$ cat src/rtl/core/assert_macros.svh
// ---------------------------------------------------------------------------
// Assertion macros shared by the line rasterizer RTL.
// Both sample on clk and are disabled while rst_n is low.
// ---------------------------------------------------------------------------
`ifndef ASSERT_MACROS_SVH
`define ASSERT_MACROS_SVH

// Check an implication or expression on every clock edge outside reset.
`define ASSERT_CLK(label, prop) \
    label: assert property (@(posedge clk) disable iff (!rst_n) (prop)) \
        else $error("assertion failed in line rasterizer");

// Check that a condition never holds outside reset.
`define ASSERT_NEVER(label, cond) \
    label: assert property (@(posedge clk) disable iff (!rst_n) !(cond)) \
        else $error("forbidden condition seen in line rasterizer");

`endif

$ cat src/rtl/core/mlr_pkg.sv
// ---------------------------------------------------------------------------
// mlr_pkg
// Shared constants, zone codes and direction helpers for the midpoint
// line rasterizer.
// ---------------------------------------------------------------------------
`default_nettype none

package mlr_pkg;

    localparam int COORD_BITS_DEF = 12;

    // input item kinds, carried on s_axis_tuser
    localparam logic OP_START = 1'b0;
    localparam logic OP_STEP  = 1'b1;

    // zones, counterclockwise from +x
    localparam logic [2:0] ZONE_ENE = 3'd0;
    localparam logic [2:0] ZONE_NNE = 3'd1;
    localparam logic [2:0] ZONE_NNW = 3'd2;
    localparam logic [2:0] ZONE_WNW = 3'd3;
    localparam logic [2:0] ZONE_WSW = 3'd4;
    localparam logic [2:0] ZONE_SSW = 3'd5;
    localparam logic [2:0] ZONE_SSE = 3'd6;
    localparam logic [2:0] ZONE_ESE = 3'd7;

    // x-major zones are 0, 3, 4 and 7
    function automatic logic major_is_x(input logic [2:0] zone);
        major_is_x = (zone[1] == zone[0]);
    endfunction

    // major axis runs toward negative in zones 3..6
    function automatic logic major_neg(input logic [2:0] zone);
        major_neg = (zone == ZONE_WNW) || (zone == ZONE_WSW) ||
                    (zone == ZONE_SSW) || (zone == ZONE_SSE);
    endfunction

    // minor axis runs toward negative in zones 2, 4, 5 and 7
    function automatic logic minor_neg(input logic [2:0] zone);
        minor_neg = (zone == ZONE_NNW) || (zone == ZONE_WSW) ||
                    (zone == ZONE_SSW) || (zone == ZONE_ESE);
    endfunction

endpackage

`default_nettype wire

$ cat src/rtl/core/mlr_setup.sv
// ---------------------------------------------------------------------------
// mlr_setup
// Classifies the zone of a new line and derives the initial decision value,
// both increments, the major-axis end and the single-pixel flag.
// ---------------------------------------------------------------------------
`default_nettype none

module mlr_setup
    import mlr_pkg::*;
#(
    parameter int COORD_BITS = COORD_BITS_DEF
)
(
    input  wire logic signed [COORD_BITS-1:0] x_start,
    input  wire logic signed [COORD_BITS-1:0] y_start,
    input  wire logic signed [COORD_BITS-1:0] x_end,
    input  wire logic signed [COORD_BITS-1:0] y_end,
    output logic         [2:0]              zone,
    output logic signed  [COORD_BITS+2:0]   decision,
    output logic signed  [COORD_BITS+2:0]   inc_straight,
    output logic signed  [COORD_BITS+2:0]   inc_diagonal,
    output logic signed  [COORD_BITS-1:0]   major_end,
    output logic                            is_last
);

    localparam int DW = COORD_BITS + 1;
    localparam int W  = COORD_BITS + 3;

    logic signed [DW-1:0] dx;
    logic signed [DW-1:0] dy;
    logic        [DW-1:0] ax;
    logic        [DW-1:0] ay;
    logic                 x_major;
    logic signed [W-1:0]  dxw;
    logic signed [W-1:0]  dyw;
    logic signed [W-1:0]  dx2;
    logic signed [W-1:0]  dy2;
    logic signed [W-1:0]  sum2;
    logic signed [W-1:0]  diff2;

    assign dx = {x_end[COORD_BITS-1], x_end} - {x_start[COORD_BITS-1], x_start};
    assign dy = {y_end[COORD_BITS-1], y_end} - {y_start[COORD_BITS-1], y_start};
    assign ax = dx[DW-1] ? (-dx) : dx;
    assign ay = dy[DW-1] ? (-dy) : dy;
    assign x_major = (ax >= ay);

    assign dxw   = {{2{dx[DW-1]}}, dx};
    assign dyw   = {{2{dy[DW-1]}}, dy};
    assign dx2   = dxw + dxw;
    assign dy2   = dyw + dyw;
    assign sum2  = dy2 + dx2;
    assign diff2 = dy2 - dx2;

    always_comb
    begin
        if (!dx[DW-1] && !dy[DW-1])
        begin
            zone = x_major ? ZONE_ENE : ZONE_NNE;
        end
        else if (dx[DW-1] && !dy[DW-1])
        begin
            zone = x_major ? ZONE_WNW : ZONE_NNW;
        end
        else if (dx[DW-1])
        begin
            zone = x_major ? ZONE_WSW : ZONE_SSW;
        end
        else
        begin
            zone = x_major ? ZONE_ESE : ZONE_SSE;
        end
    end

    always_comb
    begin
        case (zone)
            ZONE_ENE:
            begin
                decision     = dy2 - dxw;
                inc_straight = dy2;
                inc_diagonal = diff2;
            end
            ZONE_NNE:
            begin
                decision     = dyw - dx2;
                inc_straight = -dx2;
                inc_diagonal = diff2;
            end
            ZONE_NNW:
            begin
                decision     = -dyw - dx2;
                inc_straight = -dx2;
                inc_diagonal = -sum2;
            end
            ZONE_WNW:
            begin
                decision     = -dy2 - dxw;
                inc_straight = -dy2;
                inc_diagonal = -sum2;
            end
            ZONE_WSW:
            begin
                decision     = dxw - dy2;
                inc_straight = -dy2;
                inc_diagonal = -diff2;
            end
            ZONE_SSW:
            begin
                decision     = dx2 - dyw;
                inc_straight = dx2;
                inc_diagonal = -diff2;
            end
            ZONE_SSE:
            begin
                decision     = dyw + dx2;
                inc_straight = dx2;
                inc_diagonal = sum2;
            end
            default:
            begin
                decision     = dy2 + dxw;
                inc_straight = dy2;
                inc_diagonal = sum2;
            end
        endcase
    end

    assign major_end = major_is_x(zone) ? x_end : y_end;
    assign is_last   = major_is_x(zone) ? (x_start == x_end) : (y_start == y_end);

endmodule

`default_nettype wire

$ cat src/rtl/core/mlr_step.sv
// ---------------------------------------------------------------------------
// mlr_step
// One midpoint step: advance the major axis, take the minor move when the
// decision value calls for it, update the decision and flag the end pixel.
// ---------------------------------------------------------------------------
`default_nettype none

module mlr_step
    import mlr_pkg::*;
#(
    parameter int COORD_BITS = COORD_BITS_DEF
)
(
    input  wire logic        [2:0]            zone,
    input  wire logic signed [COORD_BITS-1:0] cur_x,
    input  wire logic signed [COORD_BITS-1:0] cur_y,
    input  wire logic signed [COORD_BITS+2:0] decision,
    input  wire logic signed [COORD_BITS+2:0] inc_straight,
    input  wire logic signed [COORD_BITS+2:0] inc_diagonal,
    input  wire logic signed [COORD_BITS-1:0] major_end,
    output logic signed      [COORD_BITS-1:0] next_x,
    output logic signed      [COORD_BITS-1:0] next_y,
    output logic signed      [COORD_BITS+2:0] next_decision,
    output logic                              is_last
);

    localparam logic [COORD_BITS-1:0] STEP_POS = {{(COORD_BITS-1){1'b0}}, 1'b1};
    localparam logic [COORD_BITS-1:0] STEP_NEG = {COORD_BITS{1'b1}};

    logic                  diag;
    logic [COORD_BITS-1:0] major_step;
    logic [COORD_BITS-1:0] minor_step;

    // even zones move diagonally on decision >= 0, odd zones on decision < 0
    assign diag = zone[0] ? decision[COORD_BITS+2] : !decision[COORD_BITS+2];

    assign major_step = major_neg(zone) ? STEP_NEG : STEP_POS;
    assign minor_step = !diag ? '0 : (minor_neg(zone) ? STEP_NEG : STEP_POS);

    always_comb
    begin
        if (major_is_x(zone))
        begin
            next_x = cur_x + major_step;
            next_y = cur_y + minor_step;
        end
        else
        begin
            next_x = cur_x + minor_step;
            next_y = cur_y + major_step;
        end
    end

    assign next_decision = decision + (diag ? inc_diagonal : inc_straight);
    assign is_last = major_is_x(zone) ? (next_x == major_end) : (next_y == major_end);

endmodule

`default_nettype wire

$ cat src/rtl/core/midpoint_line_rasterizer_top.sv
// An input transfer passes the input register, then the output register.
// Throughput: one item per cycle while the output is not stalled; each step
// updates the line state as it moves from the input to the output register.
// Reset (rst_n low, asynchronous) clears both stage valids and the line
// state; a step with no line in progress returns pixel_valid = 0.
// ---------------------------------------------------------------------------
// midpoint_line_rasterizer_top
// Eight-zone midpoint line rasterizer with stream input and output ports.
// ---------------------------------------------------------------------------
`default_nettype none
`include "assert_macros.svh"

module midpoint_line_rasterizer_top
    import mlr_pkg::*;
#(
    parameter int COORD_BITS = COORD_BITS_DEF
)
(
    input  wire logic                                  clk,
    input  wire logic                                  rst_n,
    input  wire logic                                  s_axis_tvalid,
    output logic                                       s_axis_tready,
    // x_start, y_start, x_end, y_end from bit 0 up, zero padded to bytes
    input  wire logic [((4*COORD_BITS+7)/8)*8-1:0]     s_axis_tdata,
    // op
    input  wire logic                                  s_axis_tuser,
    output logic                                       m_axis_tvalid,
    input  wire logic                                  m_axis_tready,
    // pixel_x, pixel_y, octant from bit 0 up, zero padded to bytes
    output logic [((2*COORD_BITS+3+7)/8)*8-1:0]        m_axis_tdata,
    // is_last
    output logic                                       m_axis_tlast,
    // pixel_valid
    output logic                                       m_axis_tuser
);

    localparam int C         = COORD_BITS;
    localparam int W         = COORD_BITS + 3;
    localparam int OUT_BITS  = 2*COORD_BITS + 3;
    localparam int OUT_TDW   = ((OUT_BITS+7)/8)*8;

    // input register
    logic                in_valid_reg;
    logic                in_op_reg;
    logic signed [C-1:0] in_xs_reg;
    logic signed [C-1:0] in_ys_reg;
    logic signed [C-1:0] in_xe_reg;
    logic signed [C-1:0] in_ye_reg;

    // line state
    logic signed [C-1:0] cur_x_reg,        cur_x_next;
    logic signed [C-1:0] cur_y_reg,        cur_y_next;
    logic signed [C-1:0] major_end_reg,    major_end_next;
    logic signed [W-1:0] decision_reg,     decision_next;
    logic signed [W-1:0] inc_straight_reg, inc_straight_next;
    logic signed [W-1:0] inc_diagonal_reg, inc_diagonal_next;
    logic        [2:0]   zone_reg,         zone_next;
    logic                active_reg,       active_next;

    // output register
    logic                out_valid_reg;
    logic signed [C-1:0] out_x_reg,   out_x_next;
    logic signed [C-1:0] out_y_reg,   out_y_next;
    logic        [2:0]   out_oct_reg, out_oct_next;
    logic                out_last_reg, out_last_next;
    logic                out_pv_reg,   out_pv_next;

    logic                advance;

    // setup results
    logic        [2:0]   su_zone;
    logic signed [W-1:0] su_decision;
    logic signed [W-1:0] su_inc_straight;
    logic signed [W-1:0] su_inc_diagonal;
    logic signed [C-1:0] su_major_end;
    logic                su_last;

    // step results
    logic signed [C-1:0] st_x;
    logic signed [C-1:0] st_y;
    logic signed [W-1:0] st_decision;
    logic                st_last;

    // move the held item into the output register when that slot frees up
    assign advance       = in_valid_reg && (!out_valid_reg || m_axis_tready);
    assign s_axis_tready = !in_valid_reg || advance;

    mlr_setup #(
        .COORD_BITS (COORD_BITS)
    ) u_setup (
        .x_start      (in_xs_reg),
        .y_start      (in_ys_reg),
        .x_end        (in_xe_reg),
        .y_end        (in_ye_reg),
        .zone         (su_zone),
        .decision     (su_decision),
        .inc_straight (su_inc_straight),
        .inc_diagonal (su_inc_diagonal),
        .major_end    (su_major_end),
        .is_last      (su_last)
    );

    mlr_step #(
        .COORD_BITS (COORD_BITS)
    ) u_step (
        .zone          (zone_reg),
        .cur_x         (cur_x_reg),
        .cur_y         (cur_y_reg),
        .decision      (decision_reg),
        .inc_straight  (inc_straight_reg),
        .inc_diagonal  (inc_diagonal_reg),
        .major_end     (major_end_reg),
        .next_x        (st_x),
        .next_y        (st_y),
        .next_decision (st_decision),
        .is_last       (st_last)
    );

    always_comb
    begin
        cur_x_next        = cur_x_reg;
        cur_y_next        = cur_y_reg;
        major_end_next    = major_end_reg;
        decision_next     = decision_reg;
        inc_straight_next = inc_straight_reg;
        inc_diagonal_next = inc_diagonal_reg;
        zone_next         = zone_reg;
        active_next       = active_reg;
        out_x_next        = '0;
        out_y_next        = '0;
        out_oct_next      = '0;
        out_last_next     = 1'b0;
        out_pv_next       = 1'b0;
        if (in_op_reg == OP_START)
        begin
            // drop any line in progress and load the new one
            cur_x_next        = in_xs_reg;
            cur_y_next        = in_ys_reg;
            major_end_next    = su_major_end;
            decision_next     = su_decision;
            inc_straight_next = su_inc_straight;
            inc_diagonal_next = su_inc_diagonal;
            zone_next         = su_zone;
            active_next       = !su_last;
            out_x_next        = in_xs_reg;
            out_y_next        = in_ys_reg;
            out_oct_next      = su_zone;
            out_last_next     = su_last;
            out_pv_next       = 1'b1;
        end
        else if (active_reg)
        begin
            cur_x_next    = st_x;
            cur_y_next    = st_y;
            decision_next = st_decision;
            active_next   = !st_last;
            out_x_next    = st_x;
            out_y_next    = st_y;
            out_oct_next  = zone_reg;
            out_last_next = st_last;
            out_pv_next   = 1'b1;
        end
    end

    always_ff @(posedge clk or negedge rst_n)
    begin
        if (!rst_n)
        begin
            in_valid_reg <= 1'b0;
        end
        else if (s_axis_tready)
        begin
            in_valid_reg <= s_axis_tvalid;
        end
    end

    always_ff @(posedge clk)
    begin
        if (s_axis_tvalid && s_axis_tready)
        begin
            in_op_reg <= s_axis_tuser;
            in_xs_reg <= s_axis_tdata[C-1:0];
            in_ys_reg <= s_axis_tdata[2*C-1:C];
            in_xe_reg <= s_axis_tdata[3*C-1:2*C];
            in_ye_reg <= s_axis_tdata[4*C-1:3*C];
        end
    end

    always_ff @(posedge clk or negedge rst_n)
    begin
        if (!rst_n)
        begin
            cur_x_reg        <= '0;
            cur_y_reg        <= '0;
            major_end_reg    <= '0;
            decision_reg     <= '0;
            inc_straight_reg <= '0;
            inc_diagonal_reg <= '0;
            zone_reg         <= '0;
            active_reg       <= 1'b0;
        end
        else if (advance)
        begin
            cur_x_reg        <= cur_x_next;
            cur_y_reg        <= cur_y_next;
            major_end_reg    <= major_end_next;
            decision_reg     <= decision_next;
            inc_straight_reg <= inc_straight_next;
            inc_diagonal_reg <= inc_diagonal_next;
            zone_reg         <= zone_next;
            active_reg       <= active_next;
        end
    end

    always_ff @(posedge clk or negedge rst_n)
    begin
        if (!rst_n)
        begin
            out_valid_reg <= 1'b0;
        end
        else if (advance)
        begin
            out_valid_reg <= 1'b1;
        end
        else if (m_axis_tready)
        begin
            out_valid_reg <= 1'b0;
        end
    end

    always_ff @(posedge clk)
    begin
        if (advance)
        begin
            out_x_reg    <= out_x_next;
            out_y_reg    <= out_y_next;
            out_oct_reg  <= out_oct_next;
            out_last_reg <= out_last_next;
            out_pv_reg   <= out_pv_next;
        end
    end

    assign m_axis_tvalid = out_valid_reg;
    assign m_axis_tdata  = {{(OUT_TDW-OUT_BITS){1'b0}}, out_oct_reg, out_y_reg, out_x_reg};
    assign m_axis_tlast  = out_last_reg;
    assign m_axis_tuser  = out_pv_reg;

    // an empty step carries all-zero fields
    `ASSERT_CLK(a_empty_step_zero,
        (m_axis_tvalid && !m_axis_tuser) |-> (m_axis_tdata == '0 && !m_axis_tlast))
    // a line in progress has not yet reached its end point
    `ASSERT_CLK(a_active_not_at_end,
        active_reg |-> ((major_is_x(zone_reg) ? cur_x_reg : cur_y_reg) != major_end_reg))
    // emitting the end pixel closes the line
    `ASSERT_CLK(a_last_closes_line,
        (advance && out_last_next) |=> !active_reg)
    // input side stalls only behind a stalled output
    `ASSERT_NEVER(a_stall_cause,
        !s_axis_tready && !(out_valid_reg && !m_axis_tready))

endmodule

`default_nettype wire

$ cat config.mk
export PLATFORM = sky130hd
export DESIGN_NAME = midpoint_line_rasterizer_top
export DESIGN_NICKNAME = d
export VERILOG_FILES = /design/src/rtl/core/mlr_pkg.sv /design/src/rtl/core/mlr_setup.sv /design/src/rtl/core/mlr_step.sv /design/src/rtl/core/midpoint_line_rasterizer_top.sv
export VERILOG_INCLUDE_DIRS = /design/src /design/src/rtl/core
export SDC_FILE = /design/constraint.sdc
export NUM_CORES = 1
export LEC_CHECK = 0
export BUFFER_PORTS_ARGS = -buffer_cell sky130_fd_sc_hd__buf_2
export CELL_PAD_IN_SITES_DETAIL_PLACEMENT = 1
export CELL_PAD_IN_SITES_GLOBAL_PLACEMENT = 1
export CORE_MARGIN = 2
export CORE_UTILIZATION = 49
export CTS_CLUSTER_SIZE = 12
export DETAILED_ROUTE_END_ITERATION = 8
export PLACE_DENSITY_LB_ADDON = 0.05
export SETUP_SLACK_MARGIN = 0.5
export SLEW_MARGIN = 20
export SYNTH_ARGS = -nofsm -noshare
export SYNTH_HDL_FRONTEND = slang
export SYNTH_HIERARCHICAL = 1
export SYNTH_SLANG_ARGS = --single-unit
$ cat constraint.sdc
create_clock -name clk -period 8.38 [get_ports clk]
set_input_delay 1.257 -clock clk [delete_from_list [all_inputs] [get_ports clk]]
set_output_delay 1.257 -clock clk [all_outputs]
set_load 0.02 [all_outputs]
# Yosys cells after proc, flatten, opt, wreduce, memory -nomap -nowiden
# Index checks and enable logic that the tools add are counted.
# W data, S select, Z words.
# totals
latch_bits	0
romBits	0
n_memories	0
register_bits	165
elab_cells	137
ramBits	0
# classes
shifts	0
bitwise_logic	1
reduce_logical	29
n_div	0
order_cmp	1
eq_ne	19
mul	0
n_mux	41
n_addsub	26
# op_table
operator	count
$mux W12	14
$pmux W15 S7	1
$pmux W15 S3	2
$add A12 B12 Y12	4
$eq A12 B12 Y1	4
$mux W15	3
$neg A14 Y15	2
$neg A15 Y15	2
$sub A13 B14 Y15	2
$sub A14 B13 Y15	2
$add A13 B13 Y14	2
$mux W13	2
$neg A13 Y13	2
$sub A12 B12 Y13	2
$eq A3 B3 Y1 const B	7
$add A13 B14 Y15	1
$add A14 B13 Y15	1
$add A14 B14 Y15	1
$add A15 B15 Y15	1
$neg A13 Y15	1
$sub A14 B14 Y15	1
$sub A15 B13 Y15	1
$sub A15 B14 Y15	1
$mux W1	14
other kinds (15)	44

# Depth between registers and ports, before layout
# depth
depth_word	13
depth_mapped	39
mapped_depth_nobuf	38

# Hierarchy
# Netlist, hierarchy kept.
# by_module_without_submodules
mod	cells_per_inst	instances	seq_area_each_um2	area_each_um2
mlr_setup	1260	1	0.0	8809.7
midpoint_line_rasterizer_top	438	1	4519.3	6545.0
mlr_step	292	1	0.0	2304.7

# Least setup slack after synthesis
# No wires, ideal clock.
# synth_timing
path_type	register to register
startpoint	register in_ys_reg[1]
endpoint	register decision_reg[13]
arrival_ns	7.621
required_time_ns	8.255
stages_incl_launch_ff	39
setup_time_ns	0.125
path_slack_ns	0.635
path_cell_list	edfxtp_1 inv_1 ha_1 nor2b_1 o2111a_1 or4_1 nand2_1 inv_1 nor4_4 nand3_2 or3_1 clkbuf_1 nor3_1 ha_1 inv_1 ha_1 a211oi_1 nand3b_1 [... 3 more ...] ha_1 nand2_1 nand2_1 o21ai_0 inv_1 fa_1 inv_1 a21oi_1 o21bai_1 a21oi_1 o211a_1 o2111ai_1 a21oi_1 xor2_1 o22ai_1 or4b_2 mux2_2 mux2_2
# synth_via
elab_chain_cells	11
elab_cells_between_ends	34
cone_classes	13 x add/sub; 1 x order compare; 6 x eq/ne; 10 x mux; 4 x reduce/logical
# synth_lines
item	line_no	rtl
start, declared	midpoint_line_rasterizer_top.sv:46	logic signed [C-1:0] in_ys_reg;
start signal, assigned	midpoint_line_rasterizer_top.sv:183	in_ys_reg <= s_axis_tdata[2*C-1:C];
$sub A12 B12 Y13 *	mlr_setup.sv:42	assign dy = {y_end[COORD_BITS-1], y_end} - {y_start[COORD_BITS-1], y_start};
$neg A13 Y13	mlr_setup.sv:44	assign ay = dy[DW-1] ? (-dy) : dy;
$mux W13	mlr_setup.sv:44	
$ge A13 B13 Y1	mlr_setup.sv:45	assign x_major = (ax >= ay);
$mux W1, on equally long branches	-	
$mux W2	mlr_setup.sv:64	else if (dx[DW-1])
$mux W3	mlr_setup.sv:60	else if (dx[DW-1] && !dy[DW-1])
$mux W3 *	mlr_setup.sv:56	if (!dx[DW-1] && !dy[DW-1])
named net su_zone[0]	midpoint_line_rasterizer_top.sv:71	logic [2:0] su_zone;
$eq A3 B3 Y1 (tied with other cells)	mlr_setup.sv:76	case (zone)
$pmux W15 S7 *	mlr_setup.sv:76	
named net su_decision[13]	midpoint_line_rasterizer_top.sv:72	logic signed [W-1:0] su_decision;
$mux W15 *	midpoint_line_rasterizer_top.sv:134	if (in_op_reg == OP_START)
end signal, assigned	midpoint_line_rasterizer_top.sv:207	decision_reg <= decision_next;
end, declared	midpoint_line_rasterizer_top.sv:54	logic signed [W-1:0] decision_reg, decision_next;
# The timed path passes the listed nets; every way through them passes the cells marked *.
# A chain may end at the register's enable or synchronous reset.

# Worst setup path after layout
# layout_timing
startpoint	register in_ys_reg[6]
endpoint	register decision_reg[14]
# The elaborated chain is that of the path after synthesis.

==> impl_results.md <==
- Result of the run: complete, no violations
- First-pass GRT wire length: 99900 um
- Global route hottest layer: met2
- Max-capacitance violation count: 0
- Area added between synthesis and finish: 11.5%
- Via Count: 16200
- Clock latency on the worst-skew pair: 450 ps
- Req. time, crit path: 8710 ps
- Fraction of the cycle the final worst path needs: 0.915
- Async set-or-reset flop fraction in the synthesized netlist: 0.527
- CTS Buf Count: 17
- CTS tree: done
- Violation count after the first detailed-routing iteration: 1169
- CP max stage cell: ha_1
- Number of buffers on the longest clock path: 2
- Detail-routed net length per standard cell: 25.7 um
- Startpoint Class: register
- Cells taking the most area after synthesis: ha_1, edfxtp_1, dfrtp_1
- Ports placed on the boundary: 89
- Number of global-route vias before repair: 16600
- Seq/Total Area, Yosys: 0.256
- CP max FO: 9
- Setup repair after global routing missed its margin: false
- Cell area after technology mapping: 17700 um2
- Clock sinks: 165
- Die width: 194 um
- Total length of routed wires: 66200 um
- Hold Slack: 504 ps
- Site Rows: 69
- Initial antenna violation count: 2
- Path type of the worst setup path: register to register
- Count of buffers from port buffering: 83
- Met2 Usage GRT: 0.537
- Share of the synthesized area in the top cell type: 0.140
- Total of flip-flops plus latches after synthesis: 165
- Final Skew: 12.9 ps
- Estimated wirelength of the detail-placed design: 51900 um
- Aggregate global routing overflow: 0
- Maximum clock rate: 0.130 GHz
- Class of the worst hold path: register to register
- Sum Neg Setup Slack: 0 ps
- Final slew viol count: 0
- Clk slew on worst S/H paths: 70 ps
- Effective utilization at floorplan: 0.496
- Buffer type at the clock tree root: clkbuf_16
- Cell type with the highest aggregate area in the netlist: ha_1
- Number of enable-type register cells in the synthesized netlist: 78
- Overall die area: 37600 um2
- Post-Synthesis Mean Instance Area: 8.87 um2
- Number of endpoints with negative hold slack in the final report: 0
- Ratio of routed vias to standard cells: 6.28
- Yosys warns: 6
- Vertical die dimension: 194 um
- Cell count after synthesis: 1990
- Layout cells sized above 1: 0.201
- CTS H-Tree Depth: 4
- Cell type with the highest occurrence count on the critical path: ha_1
- Synth unique cells: 109
- Largest net degree at the start of global routing: 87
- Number of detailed-route iterations in the first pass: 5
- Number of design rule violations left after detail routing: 0
- Crit path DAT: 8000 ps
- Min Clock Period, post-route: 7660 ps
- Number of endpoints failing setup at the final stage: 0
- Detail Route Antenna Nets: 0
- Ys flop type: dfrtp_1
- CP Capture Type: register
- Placeable core area: 35600 um2
- Met3 capacity usage during global routing: 0.0852
- Number of nets in the layout: 2366
- Final estimated routing congestion in global placement: 0.973
- Total track usage: 0.347
- Pin slew with the least headroom to its limit: 1070 ps
- Largest stage delay on the critical path: 470 ps
- Worst slew slack as a fraction of its limit: 0.278
- Met1 routing resource usage after global routing: 0.483
cell usage after synthesis (30+ instances only):
master    instances
ha_1            198
nand2_1         164
inv_1           151
xnor2_1         150
o21ai_0         133
nor2_1          129
mux2_2          114
a21oi_1         113
dfrtp_1          87
edfxtp_1         78
nor3_1           57
xor2_1           45
clkbuf_1         40
nand3_1          30
stage by stage:
| stage | instances | utilization | area [um2] | worst slack (ps) |
|---|---|---|---|---|
| 4_1_cts | 2571 | 0.546 | 19400 | 513 |
| 5_1_grt | 2579 | 0.554 | 19700 | 484 |
| 2_1_floorplan | 1995 | - | 17700 | 635 |
| 6_report | 2580 | 0.554 | 19700 | 715 |
| 3_5_place_dp | 2532 | 0.528 | 18800 | 126 |
| 3_3_place_gp | 2532 | 0.528 | 18800 | 297 |
logic make-up (layout without fill, tap and decap cells):
kind of cell,count (synthesis),after routing,synth area share
simple gates,548,548,0.153
buf+inv,231,354,0.0567
fa+ha+maj,208,208,0.152
xor+xnor,202,202,0.104
compound gates,495,495,0.188
flops,165,165,0.256
mux,139,139,0.0898
other cells,2,8,0.000425
final cells by class:
type / count / area, um2
fill: 4203 / 15900
multi-input combinational: 1599 / 12400
sequential: 165 / 4520
timing repair buffer: 165 / 1050
inverter: 157 / 596
tap: 461 / 577
clock buffer: 19 / 443
clock inverter: 13 / 100
antenna: 1 / 2.50
worst max-delay path: cells and delay by family (launching register included):
family / cells / cell delay (ps)
and+or+nand+nor: 9 / 1240
AOI/OAI and AO/OA: 10 / 2260
muxes: 2 / 540
xor gates and xnor gates: 5 / 1190
DFF: 1 / 350
adders and majority gates: 4 / 1360
buffers and inverters: 4 / 610
repair_timing:
item	4_1_cts	5_1_grt
pin swaps	5	16
buffers inserted	7	8
resized for setup	12	56
cloned	0	0
setup endpoints to repair	8	8
hold buffers	0	0
layer usage:
metal | part of all wire | wire [um]
met3 | 0.075 | 4990
met2 | 0.44 | 29100
met4 | 0.029 | 1950
met1 | 0.46 | 30200
met5 | 0 | 0
worst paths after layout:
path / startpoint / end / slack (ps) / cells past startpoint
setup reg to reg: in_ys_reg[6]$_DFFE_PP_ / decision_reg[14]$_DFFE_PN0P_ / 720 / 34
hold / removal: inc_diagonal_reg[10]$_DFFE_PN0P_ / inc_diagonal_reg[10]$_DFFE_PN0P_ / 500 / 1
setup / recovery: in_ys_reg[6]$_DFFE_PP_ / decision_reg[14]$_DFFE_PN0P_ / 720 / 34
hold reg to reg: inc_diagonal_reg[10]$_DFFE_PN0P_ / inc_diagonal_reg[10]$_DFFE_PN0P_ / 500 / 1
max in group asynchronous: rst_n / cur_y_reg[1]$_DFFE_PN0P_ / 6420 / 2
min in group asynchronous: rst_n / inc_straight_reg[8]$_DFFE_PN0P_ / 700 / 1
placed cells by master (no fill, tap or decap), types with 20 or more instances in the layout:
master / n
xnor2_1: 147
edfxtp_1: 78
xor2_1: 45
a21o_1: 29
mux2_2: 114
buf_4: 79
ha_1: 190
inv_1: 149
o21ai_0: 124
a21oi_1: 105
nor3_1: 57
nor2_1: 126
buf_2: 82
dfrtp_1: 87
nand2_1: 162
nor2b_1: 20
nand2b_1: 21
nand3_1: 29
Power is left out: the tool's default activity adds up to more than one toggle a clock period on the data nets, which glitch-free logic cannot reach.
